--- config.mk ---
export PLATFORM = sky130hd
export DESIGN_NAME = knob_pickup_tracker
export DESIGN_NICKNAME = d
export VERILOG_FILES = /design/src/rtl/core/kpt_pkg.sv /design/src/rtl/core/knob_pickup_tracker.sv
export SDC_FILE = /design/constraint.sdc
export NUM_CORES = 1
export LEC_CHECK = 0
export ABC_AREA = 1
export BUFFER_PORTS_ARGS = -buffer_cell sky130_fd_sc_hd__buf_2
export CAP_MARGIN = 20
export CORE_MARGIN = 2
export CORE_UTILIZATION = 60
export DETAILED_ROUTE_END_ITERATION = 10
export GPL_TIMING_DRIVEN = 0
export PLACE_DENSITY = 0.8
export SYNTH_ARGS = -nofsm -noshare
export SYNTH_HDL_FRONTEND = slang
export SYNTH_SLANG_ARGS = --single-unit
--- constraint.sdc ---
create_clock -name clk_i -period 4.5 [get_ports clk_i]
set_clock_uncertainty 0.2 [all_clocks]
set_input_delay 0.675 -clock clk_i [delete_from_list [all_inputs] [get_ports clk_i]]
set_output_delay 0.675 -clock clk_i [all_outputs]
set_load 0.05 [all_outputs]
--- src/rtl/core/kpt_pkg.sv ---
// ----------------------------------------------------------------------------
// kpt_pkg
// Shared constants and request codes for the knob pickup tracker.
// ----------------------------------------------------------------------------
package kpt_pkg;

  // default knob count and legal range
  localparam int unsigned NumKnobsDef = 6;
  localparam int unsigned NumKnobsMax = 8;

  // field widths fixed by the interface
  localparam int unsigned ReqW     = 3;
  localparam int unsigned AdcW     = 10;
  localparam int unsigned IdxW     = 3;
  localparam int unsigned ValW     = 8;
  localparam int unsigned MaskW    = 6;
  localparam int unsigned AdcShift = AdcW - ValW;

  // reset value of the tolerance register
  localparam logic [ValW-1:0] MoveTolRst = ValW'(1);

  // request codes
  localparam logic [ReqW-1:0] ReqSample     = 3'd0;
  localparam logic [ReqW-1:0] ReqFreezeVal  = 3'd1;
  localparam logic [ReqW-1:0] ReqFreezeKeep = 3'd2;
  localparam logic [ReqW-1:0] ReqFreezeAll  = 3'd3;
  localparam logic [ReqW-1:0] ReqUnfreeze   = 3'd4;

  // true when v lies between a and b, inclusive, in either order
  function automatic logic lies_between(logic [ValW-1:0] v, logic [ValW-1:0] a,
                                        logic [ValW-1:0] b);
    return ((v <= a) && (v >= b)) || ((v >= a) && (v <= b));
  endfunction

endpackage

--- src/rtl/core/knob_pickup_tracker.sv ---
// ----------------------------------------------------------------------------
// knob_pickup_tracker
// Round-robin knob scanner with soft takeover (pickup) tracking.
// ----------------------------------------------------------------------------
// Usage:
//   in channel  : req_type/adc_sample/knob_index/pickup_value with valid/ready.
//                 A sample request stores adc_sample >> 2 as the reading of the
//                 channel under the scan counter and advances the counter.
//                 Other requests freeze or unfreeze knobs or load a pickup value.
//   out channel : one result item per request: channel, its reading and the
//                 moved and frozen masks after the request.
//   cfg channel : writes move_tolerance; always ready, write only while idle.
// Timing:
//   an item is processed while it sits in the input register and lands in
//   the output register when it advances: out_valid_o rises once the item
//   has passed the input register and the output register. One item per
//   cycle is sustained while out_ready_i stays high, since the per-knob
//   state is read and updated by the processing stage alone.
// Reset:
//   scan counter, readings and pickup values clear to zero, all knobs frozen,
//   no knob moved, tolerance 1. No clearing pass.
// Stall:
//   while out_ready_i is low the result holds; the input register still takes
//   one more item, after which in_ready_o drops until the output drains.
// ----------------------------------------------------------------------------
module knob_pickup_tracker #(
  parameter int unsigned NUM_KNOBS = kpt_pkg::NumKnobsDef
) (
  input  logic                       clk_i,
  input  logic                       rst_ni,
  // configuration write
  input  logic                       cfg_valid_i,
  output logic                       cfg_ready_o,
  input  logic [kpt_pkg::ValW-1:0]   cfg_data_i,
  // request channel
  input  logic                       in_valid_i,
  output logic                       in_ready_o,
  input  logic [kpt_pkg::ReqW-1:0]   req_type_i,
  input  logic [kpt_pkg::AdcW-1:0]   adc_sample_i,
  input  logic [kpt_pkg::IdxW-1:0]   knob_index_i,
  input  logic [kpt_pkg::ValW-1:0]   pickup_value_i,
  // result channel
  output logic                       out_valid_o,
  input  logic                       out_ready_i,
  output logic [kpt_pkg::IdxW-1:0]   sampled_channel_o,
  output logic [kpt_pkg::ValW-1:0]   knob_reading_o,
  output logic [kpt_pkg::MaskW-1:0]  moved_mask_o,
  output logic [kpt_pkg::MaskW-1:0]  frozen_mask_o
);

  localparam int unsigned CntW = (NUM_KNOBS > 1) ? $clog2(NUM_KNOBS) : 1;
  localparam logic [CntW-1:0] LastCh = CntW'(NUM_KNOBS - 1);
  localparam int unsigned MaskUsed =
      (NUM_KNOBS < kpt_pkg::MaskW) ? NUM_KNOBS : kpt_pkg::MaskW;

  // tolerance register
  logic [kpt_pkg::ValW-1:0] move_tol_q;

  assign cfg_ready_o = 1'b1;

  always_ff @(posedge clk_i or negedge rst_ni) begin
    if (!rst_ni) begin
      move_tol_q <= kpt_pkg::MoveTolRst;
    end else if (cfg_valid_i) begin
      move_tol_q <= cfg_data_i;
    end
  end

  // handshake control
  logic in_valid_q;
  logic out_valid_q;
  logic out_adv;
  logic s1_adv;

  assign out_adv    = !out_valid_q || out_ready_i;
  assign s1_adv     = in_valid_q && out_adv;
  assign in_ready_o = !in_valid_q || out_adv;

  // input register
  logic [kpt_pkg::ReqW-1:0] req_q;
  logic [kpt_pkg::AdcW-1:0] adc_q;
  logic [kpt_pkg::IdxW-1:0] idx_q;
  logic [kpt_pkg::ValW-1:0] pv_q;

  always_ff @(posedge clk_i or negedge rst_ni) begin
    if (!rst_ni) begin
      in_valid_q <= 1'b0;
    end else if (in_ready_o) begin
      in_valid_q <= in_valid_i;
    end
  end

  always_ff @(posedge clk_i) begin
    if (in_valid_i && in_ready_o) begin
      req_q <= req_type_i;
      adc_q <= adc_sample_i;
      idx_q <= knob_index_i;
      pv_q  <= pickup_value_i;
    end
  end

  // per-knob state
  logic [CntW-1:0]          ch_q, ch_d;
  logic [kpt_pkg::ValW-1:0] cur_q  [NUM_KNOBS];
  logic [kpt_pkg::ValW-1:0] pick_q [NUM_KNOBS];
  logic [NUM_KNOBS-1:0]     frozen_q, frozen_d;
  logic [NUM_KNOBS-1:0]     moved_q, moved_d;

  // processing logic
  logic [kpt_pkg::ValW-1:0] now_val;
  logic [kpt_pkg::ValW-1:0] old_val;
  logic [kpt_pkg::ValW-1:0] diff;
  logic                     is_moved;
  logic                     in_window;
  logic                     idx_ok;
  logic [CntW-1:0]          idx_ch;
  logic [NUM_KNOBS-1:0]     ch_bit;
  logic [NUM_KNOBS-1:0]     idx_bit;
  logic                     is_sample;
  logic                     load_pick;
  logic [kpt_pkg::ValW-1:0] reading_d;

  assign now_val   = adc_q[kpt_pkg::AdcW-1:kpt_pkg::AdcShift];
  assign old_val   = cur_q[ch_q];
  assign diff      = (old_val > now_val) ? (old_val - now_val) : (now_val - old_val);
  assign is_moved  = diff > move_tol_q;
  assign in_window = kpt_pkg::lies_between(pick_q[ch_q], old_val, now_val);
  assign idx_ok    = 32'(idx_q) < NUM_KNOBS;
  assign idx_ch    = CntW'(idx_q);
  assign ch_bit    = NUM_KNOBS'(1) << ch_q;
  assign idx_bit   = NUM_KNOBS'(1) << idx_q;
  assign is_sample = (req_q == kpt_pkg::ReqSample);
  assign load_pick = (req_q == kpt_pkg::ReqFreezeVal) && idx_ok;
  assign reading_d = is_sample ? now_val : old_val;

  always_comb begin
    ch_d     = ch_q;
    frozen_d = frozen_q;
    moved_d  = moved_q;
    case (req_q)
      kpt_pkg::ReqSample: begin
        if (is_moved) begin
          moved_d  = moved_q | ch_bit;
          frozen_d = frozen_q & ~ch_bit;
        end else begin
          moved_d  = moved_q & ~ch_bit;
        end
        if (in_window) begin
          frozen_d = frozen_d & ~ch_bit;
        end
        ch_d = (ch_q == LastCh) ? '0 : ch_q + CntW'(1);
      end
      kpt_pkg::ReqFreezeVal, kpt_pkg::ReqFreezeKeep: begin
        if (idx_ok) begin
          frozen_d = frozen_q | idx_bit;
        end
      end
      kpt_pkg::ReqFreezeAll: begin
        frozen_d = '1;
      end
      kpt_pkg::ReqUnfreeze: begin
        if (idx_ok) begin
          frozen_d = frozen_q & ~idx_bit;
        end
      end
      default: begin
      end
    endcase
  end

  // state update
  always_ff @(posedge clk_i or negedge rst_ni) begin
    if (!rst_ni) begin
      ch_q     <= '0;
      frozen_q <= '1;
      moved_q  <= '0;
      for (int i = 0; i < NUM_KNOBS; i++) begin
        cur_q[i]  <= '0;
        pick_q[i] <= '0;
      end
    end else if (s1_adv) begin
      ch_q     <= ch_d;
      frozen_q <= frozen_d;
      moved_q  <= moved_d;
      if (is_sample) begin
        cur_q[ch_q] <= now_val;
      end
      if (load_pick) begin
        pick_q[idx_ch] <= pv_q;
      end
    end
  end

  // mask fitting to the output width
  logic [kpt_pkg::MaskW-1:0] moved_fit;
  logic [kpt_pkg::MaskW-1:0] frozen_fit;

  always_comb begin
    moved_fit  = '0;
    frozen_fit = '0;
    moved_fit[MaskUsed-1:0]  = moved_d[MaskUsed-1:0];
    frozen_fit[MaskUsed-1:0] = frozen_d[MaskUsed-1:0];
  end

  // output register
  logic [kpt_pkg::IdxW-1:0]  och_q;
  logic [kpt_pkg::ValW-1:0]  ord_q;
  logic [kpt_pkg::MaskW-1:0] omov_q;
  logic [kpt_pkg::MaskW-1:0] ofrz_q;

  always_ff @(posedge clk_i or negedge rst_ni) begin
    if (!rst_ni) begin
      out_valid_q <= 1'b0;
    end else if (out_adv) begin
      out_valid_q <= in_valid_q;
    end
  end

  always_ff @(posedge clk_i) begin
    if (s1_adv) begin
      och_q  <= kpt_pkg::IdxW'(ch_q);
      ord_q  <= reading_d;
      omov_q <= moved_fit;
      ofrz_q <= frozen_fit;
    end
  end

  assign out_valid_o       = out_valid_q;
  assign sampled_channel_o = och_q;
  assign knob_reading_o    = ord_q;
  assign moved_mask_o      = omov_q;
  assign frozen_mask_o     = ofrz_q;

  // checks
  a_ch_range: assert property (@(posedge clk_i) disable iff (!rst_ni)
    32'(ch_q) < NUM_KNOBS)
    else $error("scan counter out of range");

  a_freeze_all: assert property (@(posedge clk_i) disable iff (!rst_ni)
    s1_adv && (req_q == kpt_pkg::ReqFreezeAll) |=> (frozen_q == '1))
    else $error("freeze all left a knob unfrozen");

  a_move_unfreeze: assert property (@(posedge clk_i) disable iff (!rst_ni)
    s1_adv && is_sample && is_moved |=> ((moved_q & ~frozen_q & $past(ch_bit))
                                         == $past(ch_bit)))
    else $error("moved knob not flagged or still frozen");

  a_counter_hold: assert property (@(posedge clk_i) disable iff (!rst_ni)
    !(s1_adv && is_sample) |=> $stable(ch_q))
    else $error("scan counter moved without a sample");

  a_result_follows: assert property (@(posedge clk_i) disable iff (!rst_ni)
    s1_adv |=> out_valid_q)
    else $error("processed item produced no result");

endmodule

* Word level (Yosys, flattened, before mapping) *
Index checks and enable logic that the tools add are counted.

cells by class
  $add $sub $neg = 3
  $lt $le $gt $ge = 11
  equal/unequal tests = 5
  shifts and indexed selects = 2
  multiplexer cells = 23
  bitwise logic cells = 10
  reductions and logical operators = 16

operators with widths
  kind                   count
  $bwmux W48             2
  $mux W8                8
  $bmux W8 S3            2
  $demux W8 S3           2
  $mux W6                7
  $and A6 B6 Y6          4
  $pmux W6 S4            1
  $ge A8 B8 Y1           2
  $gt A8 B8 Y1           2
  $le A8 B8 Y1           2
  $sub A8 B8 Y8          2
  $not A6 Y6             2
  $or A6 B6 Y6           2
  $shl A1 B3 Y6 const A  2
  $ge A4 B4 Y1 const B   2
  $lt A4 B1 Y1 const B   2
  $not A3 Y4             2
  $logic_and A1 B1 Y1    7
  $eq A3 B2 Y1 const B   2
  $eq A3 B3 Y1 const B   2
  $reduce_and A2 Y1      2
  $add A3 B1 Y3 const B  1
  $eq A3 B1 Y1 const B   1
  $logic_not A3 Y1       1
  5 further kinds        8

storage, ports and cells
  flip-flop bits (word level) = 168
  bits of input ports = 37
  output and inout port bits = 26
  word-level logic and storage cells = 96

* Logic depth before layout (Yosys ltp) *
Gate-level depths: netlist (run 1).

  depth after elaboration = 12
  mapped depth = 34

* Worst setup path before layout (run 1) *
No wires, ideal clock.

  path type = flip-flop to flip-flop
  from = reg ch_q[0]
  to = reg ofrz_q (netlist bit frozen_mask_o[0]) (data pin)
  library setup time = 0.154 ns
  arrival = 3.827 ns
  data required time = 4.146 ns
  path slack = 0.319 ns
  cell stages (with the launch flop) = 28
  period minus slack after synthesis = 4.181 ns
  path through = dfrtp_1 > nor2_2 > clkbuf_1 > a22oi_1 > o21ai_0 > inv_1 > ha_1 > inv_1 > fa_1 > inv_1 > o21ai_1 > a21oi_1 > o21ai_0 > nand2_2 > inv_2 > nand2_1 > nand2_1 > xor2_1 > inv_1 > ha_1 > nand2_1 > nor2_1 > nand4_1 > a21oi_1 > nand2_1 > nand2_1 > nand2_1 > a21boi_0

between the ends
  word-level cells in the longest chain between the ends = 12
  elaborated cells between the ends (all ways) = 27
  classes of those cells = 2 x add/sub; 6 x order compare; 1 x shift; 11 x mux; 4 x bitwise; 3 x reduce/logical

ends and longest elaborated chain
  element                                               line                                                    source
  start: declaration                                    knob_pickup_tracker.sv:103                              logic [CntW-1:0] ch_q, ch_d;
  start signal: assignment                              knob_pickup_tracker.sv:182                              ch_q <= ch_d;
  $not A3 Y4 (implied by the code)                      knob_pickup_tracker.sv:124, knob_pickup_tracker.sv:127
  $bmux W8 S3                                           knob_pickup_tracker.sv:124                              assign old_val = cur_q[ch_q];
  $mux W8 (implied by the code) (2 in series)           knob_pickup_tracker.sv:124
  $sub A8 B8 Y8 / $gt A8 B8 Y1 (equally long branches)  knob_pickup_tracker.sv:125                              assign diff = (old_val > now_val) ? (old_val - now_val) : (now_val - old_val);
  $mux W8                                               knob_pickup_tracker.sv:125
  $gt A8 B8 Y1                                          knob_pickup_tracker.sv:126                              assign is_moved = diff > move_tol_q;
  $mux W6                                               knob_pickup_tracker.sv:142                              if (is_moved) begin
  $mux W6                                               knob_pickup_tracker.sv:140                              case (req_q)
  $and A6 B6 Y6                                         knob_pickup_tracker.sv:149                              frozen_d = frozen_d & ~ch_bit;
  $mux W6 *                                             knob_pickup_tracker.sv:148                              if (in_window) begin
  $pmux W6 S4 *                                         knob_pickup_tracker.sv:140
  via frozen_d[0]                                       knob_pickup_tracker.sv:106                              logic [NUM_KNOBS-1:0] frozen_q, frozen_d;
  end signal: assignment                                knob_pickup_tracker.sv:224                              ofrz_q <= frozen_fit;
  end: declaration                                      knob_pickup_tracker.sv:209                              logic [kpt_pkg::MaskW-1:0] ofrz_q;

Mark *: on every way through the listed nets, which the timed path passes. The rest lies on a longest branch. The select of a mux whose other input is x is not followed.
A chain may end at the register's enable or synchronous reset.

* Worst setup path in the final report (run 1) *
  from = reg ch_q[1]
  to = reg frozen_q[4]

between the ends
  word-level cells in the longest chain between the ends = 12
  elaborated cells between the ends (all ways) = 27
  classes of those cells = 2 x add/sub; 6 x order compare; 1 x shift; 11 x mux; 4 x bitwise; 3 x reduce/logical

ends and longest elaborated chain
  element                                               line                                                    source
  $not A3 Y4 (implied by the code)                      knob_pickup_tracker.sv:124, knob_pickup_tracker.sv:127
  $bmux W8 S3                                           knob_pickup_tracker.sv:124
  $mux W8 (implied by the code) (2 in series)           knob_pickup_tracker.sv:124
  $sub A8 B8 Y8 / $gt A8 B8 Y1 (equally long branches)  knob_pickup_tracker.sv:125
  $mux W8                                               knob_pickup_tracker.sv:125
  $gt A8 B8 Y1                                          knob_pickup_tracker.sv:126
  $mux W6                                               knob_pickup_tracker.sv:142
  $mux W6                                               knob_pickup_tracker.sv:140
  $and A6 B6 Y6                                         knob_pickup_tracker.sv:149
  $mux W6 *                                             knob_pickup_tracker.sv:148
  $pmux W6 S4 *                                         knob_pickup_tracker.sv:140
  end signal: assignment                                knob_pickup_tracker.sv:183                              frozen_q <= frozen_d;
  end: declaration                                      knob_pickup_tracker.sv:106

Every way passes the cells marked *; elsewhere a longest branch is shown, timed or not. The select of a mux whose other input is x is not followed.

==> run_results.csv, run 1 <==
group,metric,value,unit
clocking,cts_buffer_depth,2,
placement,dpl_cell_area,8880,um2
routing,num_vias,7222,
yosys,synth_top_area_share,34.3,%
clocking,htree_levels,4,
setup_path,cp_common_cell,"nand2_1",
timing,report.final.slew_viol_count,0,
timing,tightest_slew,0.976,ns
setup_path,arrival,4.72,ns
global_route,grt.total_usage,28.2,%
floorplanning,io_pins,63,
outcome,violations,"negative setup slack",
timing,relSlewSlack,34.9,%
finish,layout-drive-gt1-share,25.3,%
placement,dp_hpwl,13500,um
yosys,yosysTopAreaCell,"dfrtp_1",
setup_path,cp.required,4.68,ns
yosys,yosys.area_share.xor_xnor,0.841,%
routing,drc,0,
setup_path,critPathSlowestCell,"dfrtp_2",
floorplanning,die_x,122,um
global_route,grt_max_degree,100,
routing,wl,21900,um
pwr,ir_worst_vdd,0.405,mV
timing,hold_viol,0,
yosys,ys_types,45,
timing,finalSetupTns,-0.124,ns
yosys,avgSynthCellArea,9.06,um2
worst_hold_path,min_path_type,"in -> reg",
yosys,synthFlopType,"dfrtp_1",
finish,fill_cells,944,
placement,port_buffers,59,
timing,fmax,0.220,GHz
global_route,grt_antenna_before_repair,0,
placement,gp_congestion,0.891,
timing,fin_crit_sh,101,%
outcome,outcome,"finished, violations left",
global_route,grt_pass1_wl,32200,um
setup_path,worst-path-max-fanout,6,
routing,post_drt_wl_per_cell,17.8,um
yosys,postSynthCellCount,919,
floorplanning,core,13700,um2
pwr,p_per_area,749,nW/um2
floorplanning,num_rows,43,
finish,fin_nets,1117,
setup_path,setup.worst_path.start_class,"flip-flop",
yosys,synth-seq-cells,166,
yosys,synth_top_family_by_area,"simple AND/OR/NAND/NOR gates",
clocking,cts.clk_slew.worst_paths,0.07,ns
finish,antennaDiodeCount,0,
yosys,synthMuxAreaShare,0.135,%
timing,grt_setup_unrepaired,"true",
finish,fin_cells,1231,
finish,utilization,74.7,%
job,maxCapViolCount,0,
timing,period_needed,4.55,ns
yosys,yosysSeqAreaShare,52.7,%
setup_path,critPathKind,"reg -> reg",
yosys,synth-simple-area-share,17.2,%
yosys,mappedNetlistNets,998,
yosys,yosys.area_share.adder,6.49,%
placement,place_inst,1159,
routing,dr.pass1.iters,7,
clocking,cts_sinks,166,
global_route,grt_pass1_vias,6396,
pwr,static-leakage-power,4.71,nW
routing,vias_per_cell,5.87,
yosys,synth_compound_area_share,16.5,%
floorplanning,die_y,122,um
finish,final_cell_area,10200,um2
routing,drt_iter0_drc,899,
yosys,yosys_warnings,0,
clocking,cts_buffers,17,
yosys,synthesis.area,8330,um2
setup_path,setup.worst_path.end_class,"flip-flop",
timing,fin_ws,-0.0455,ns
routing,detail-route-antenna-nets,0,
yosys,synth-edff-count,45,
setup_path,cp_slowest_stage_delay,0.45,ns
clocking,root_buffer,"clkbuf_16",
yosys,synth-async-reset-ratio,72.9,%
floorplanning,dieArea,14800,um2
timing,setup_violations,6,
yosys,yosys-top-cells-area,"dfrtp_1 (34%), edfxtp_1 (16%), nand2_1 (12%), o21ai_0 (8.5%), ha_1 (6.0%)",
global_route,gr-total-overflow,0,
clocking,cts_tree,"built",
clocking,worst_skew_pair.late_latency,0.43,ns
pwr,finalPower,7.67,mW
floorplanning,initial_core_util,60.7,%
timing,worst_hold_slack,0.210,ns
finish,synthToLayoutAreaGrowth,23.0,%
placement,place_ws,-0.999,ns
[cells in the final DEF, fill, tap and decap left out, types with 9 or more instances in the layout]
| cell type | count |
|---|---|
| nor2_1 | 27 |
| nand2_1 | 248 |
| buf_6 | 18 |
| o21ai_0 | 132 |
| ha_1 | 32 |
| buf_4 | 33 |
| buf_2 | 67 |
| a21oi_1 | 25 |
| nand2_2 | 31 |
| clkbuf_16 | 18 |
| a22oi_2 | 12 |
| edfxtp_1 | 45 |
| inv_1 | 78 |
| nand3_1 | 9 |
| dfrtp_1 | 112 |
| a22oi_1 | 24 |
[cell families after synthesis]
logic type | count (synthesis)
compound gates | 237
mux | 1
simple gates | 346
flops | 166
buf+inv | 118
fa+ha+maj | 42
xor+xnor | 8
other cells | 1
[routing by layer]
| metal | vias up | global-route usage (%) | part of all wire, % |
|---|---|---|---|
| li1 | 3338 | - | - |
| met4 | 0 | 10.3 | 3.7 |
| met3 | 84 | 6.04 | 6.6 |
| met2 | 338 | 44.2 | 48 |
| met1 | 3462 | 39.1 | 42 |
| met5 | - | 0 | 0 |
[flip-flops by register name (all words and copies together), names as in the netlist]
name / cells
idx_ch: 3
frozen_q: 6
move_tol_q: 8
pv_q: 8
out_valid_o: 1
pick_q: 48
adc_q: 8
moved_mask_o: 6
sampled_channel_o: 3
req_q: 3
knob_reading_o: 8
moved_q: 6
cur_q: 48
frozen_mask_o: 6
in_valid_q: 1
ch_q: 3
[final cells by class]
type	instances	area (um2)	area share (%)
flip-flops and latches	166	4390	42.9
repair buffers	98	644	6.29
clock inverters	12	90.1	0.879
multi-input cells	637	3820	37.3
inverters	87	339	3.31
clock buffers	20	478	4.66
plain buffers	31	255	2.49
well taps	180	225	2.20
[power breakdown]
group	switching [mW]	internal, mW
logic	2.51	1.54
registers	0.246	1.98
clock network	0.621	0.772
total	3.38	4.29
[final timing paths]
check | startpoint | endpoint | slack, ns | cells past startpoint
max | ch_q[1] | frozen_q[4] | -0.05 | 32
min | pickup_value_i[0] | pv_q[0] | 0.21 | 1
max reg2reg | ch_q[1] | frozen_q[4] | -0.05 | 32
min reg2reg | frozen_q[3] | frozen_q[3] | 0.28 | 2
max in group asynchronous | rst_ni | frozen_q[5] | 2.87 | 3
min in group asynchronous | rst_ni | cur_q[21] | 0.46 | 2
[cells in the mapped netlist, drive strengths merged, types with 2 or more instances]
library cell  instances
a21boi                6
a21o                  2
a21oi                30
a22oi                36
a31oi                 2
a32oi                 3
buf                  26
clkbuf                5
dfrtp               114
dfstp                 7
edfxtp               45
fa                    2
ha                   40
inv                  87
nand2               282
nand3                11
nand4                 8
nor2                 36
nor3                  8
o211ai                2
o21ai               144
o221ai                2
o31ai                 5
xnor2                 2
xor2                  6
[worst max-delay path, delay by kind of cell (launching register included)]
family	cells	cell delay (ns)
and+or+nand+nor	15	1.59
xor gates and xnor gates	1	0.15
AOI/OAI and AO/OA	6	0.77
DFF	1	0.45
buffers and inverters	7	0.70
adders and majority gates	3	0.63
[what timing repair did]
item	4_1_cts	5_1_grt
gates resized for setup	41	111
setup endpoints to repair	24	24
hold endpoints to repair	17	0
hold buffers	1	0
setup buffers	6	30
gates cloned	1	2
pin swaps	6	34
No activity file was read; power rests on OpenSTA's default activity.
==> run 2, diff against run 1 <==
- CORE_UTILIZATION: 60 -> 35
- CTS_CLUSTER_DIAMETER: not set -> 150
- PLACE_DENSITY: 0.8 -> 0.51
==> run_results.csv, run 2 (synthesized netlist as in run 1, its figures left out) <==
group,metric,value,unit
finish,final_cell_area,10200,um2
clocking,cts_sinks,166,
placement,dp_hpwl,15100,um
clocking,cts_buffers,17,
clocking,root_buffer,"clkbuf_16",
timing,setup_violations,0,
routing,post_drt_wl_per_cell,15.7,um
placement,port_buffers,59,
placement,place_inst,1298,
timing,grt_setup_unrepaired,"true",
routing,wl,21300,um
clocking,worst_skew_pair.late_latency,0.44,ns
placement,place_ws,-1.15,ns
finish,mostFrequentLayoutCell,"nand2_1",
floorplanning,dieArea,25000,um2
global_route,grt_antenna_before_repair,0,
routing,num_vias,6623,
timing,report.final.slew_viol_count,0,
floorplanning,initial_core_util,35.6,%
global_route,grt_max_degree,82,
routing,drc,0,
routing,detail-route-antenna-nets,0,
finish,fin_nets,1106,
timing,worst_hold_slack,0.204,ns
worst_hold_path,min_path_type,"in -> reg",
setup_path,worst-path-max-fanout,6,
finish,synthToLayoutAreaGrowth,22.8,%
timing,tightest_slew,0.941,ns
floorplanning,num_rows,56,
floorplanning,core,23400,um2
finish,antennaDiodeCount,0,
setup_path,cp_slowest_stage_delay,0.47,ns
timing,fin_ws,0.143,ns
timing,relSlewSlack,37.2,%
finish,reg_top3,"cur_q: 48 flops, pick_q: 48 flops",
clocking,htree_levels,4,
routing,drt_iter0_drc,363,
pwr,finalPower,7.26,mW
global_route,grt.total_usage,17.5,%
routing,dr.pass1.iters,4,
setup_path,setup.worst_path.start_class,"flip-flop",
timing,fmax,0.230,GHz
clocking,cts_buffer_depth,2,
setup_path,cp.required,4.58,ns
routing,vias_per_cell,4.87,
placement,gp_congestion,0.872,
outcome,outcome,"complete, no violations",
setup_path,arrival,4.44,ns
pwr,ir_worst_vdd,0.356,mV
clocking,cts.clk_slew.worst_paths,0.07,ns
setup_path,critPathKind,"reg -> reg",
global_route,grt_pass1_wl,33700,um
global_route,gr-total-overflow,0,
setup_path,cp_num_buf_inv,5,
clocking,cts_tree,"built",
finish,utilization,43.7,%
pwr,p_per_area,710,nW/um2
global_route,grt_pass1_vias,6361,
floorplanning,io_pins,63,
floorplanning,die_x,158,um
finish,layout-drive-gt1-share,22.4,%
setup_path,setup.worst_path.end_class,"flip-flop",
timing,finalSetupTns,0,ns
finish,final_cell_mix,"nand2_1 (257), o21ai_0 (130), dfrtp_1 (112)",
setup_path,critPathSlowestCell,"dfrtp_2",
job,maxCapViolCount,0,
floorplanning,die_y,158,um
timing,hold_viol,0,
placement,dpl_cell_area,9060,um2
timing,fin_crit_sh,96.8,%
setup_path,crit_family,"compound AO/OA/AOI/OAI gates",
timing,period_needed,4.36,ns
finish,fin_cells,1359,
pwr,static-leakage-power,4.65,nW
## run 2: worst register-to-register path, cell delays in order, from the launching register on
cell,delay [ns]
dfrtp_2,0.47
inv_2,0.07
nor2_4,0.19
buf_6,0.13
buf_8,0.10
a22oi_2,0.05
o21ai_2,0.22
ha_1,0.29
buf_6,0.14
a21oi_4,0.17
o21ai_4,0.09
a21oi_2,0.15
o21ai_2,0.09
nand2_2,0.12
nand2_1,0.09
o21ai_2,0.07
xor2_1,0.19
inv_1,0.07
ha_1,0.26
nand2_1,0.07
nor2_4,0.11
nand4_1,0.21
a21oi_2,0.25
nand2_4,0.11
nand2_2,0.09
nand2_2,0.06
a21boi_2,0.17
## run 2: final timing paths
kind,start,end,slack [ns],cells past startpoint
max reg2reg,ch_q[0],frozen_mask_o[5],0.14,26
min,pickup_value_i[2],pv_q[2],0.20,1
max,ch_q[0],frozen_mask_o[5],0.14,26
min in group asynchronous,rst_ni,cur_q[19],0.52,2
max in group asynchronous,rst_ni,pick_q[45],2.82,3
min reg2reg,frozen_q[4],frozen_q[4],0.28,2
## run 2: power by group
part           switching [mW]  total (mW)  internal, mW
Sequential              0.223        2.20          1.98
Combinational            2.26        3.62          1.36
Clock                   0.645        1.43         0.790
Total                    3.13        7.26          4.13
## run 2: area by class of cell
type / count / area (um2)
Inverter: 87 / 334
Buffer: 31 / 255
Timing Repair Buffer: 87 / 542
Multi-Input combinational cell: 637 / 3740
Fill cell: 2331 / 13200
Sequential cell: 166 / 4390
Clock buffer: 21 / 450
Clock inverter: 11 / 120
Tap cell: 319 / 399
## run 2: timing repair
action / CTS / global route
endpoints found under the setup margin: 24 / 24
resized for setup: 46 / 78
gates cloned: 2 / 2
endpoints found under the hold margin: 34 / 0
pin swaps: 9 / 34
buffers inserted: 7 / 17
hold buffers: 1 / 0
## run 2: routing by layer
metal / vias to the layer above / routed length (um) / share of wire (%) / global-route usage, %
met5: - / 0 / 0 / 0
met4: 0 / 425 / 2.0 / 5.79
li1: 3317 / - / - / -
met1: 3150 / 10200 / 48 / 24.2
met3: 37 / 671 / 3.1 / 3.40
met2: 119 / 9990 / 47 / 27.6
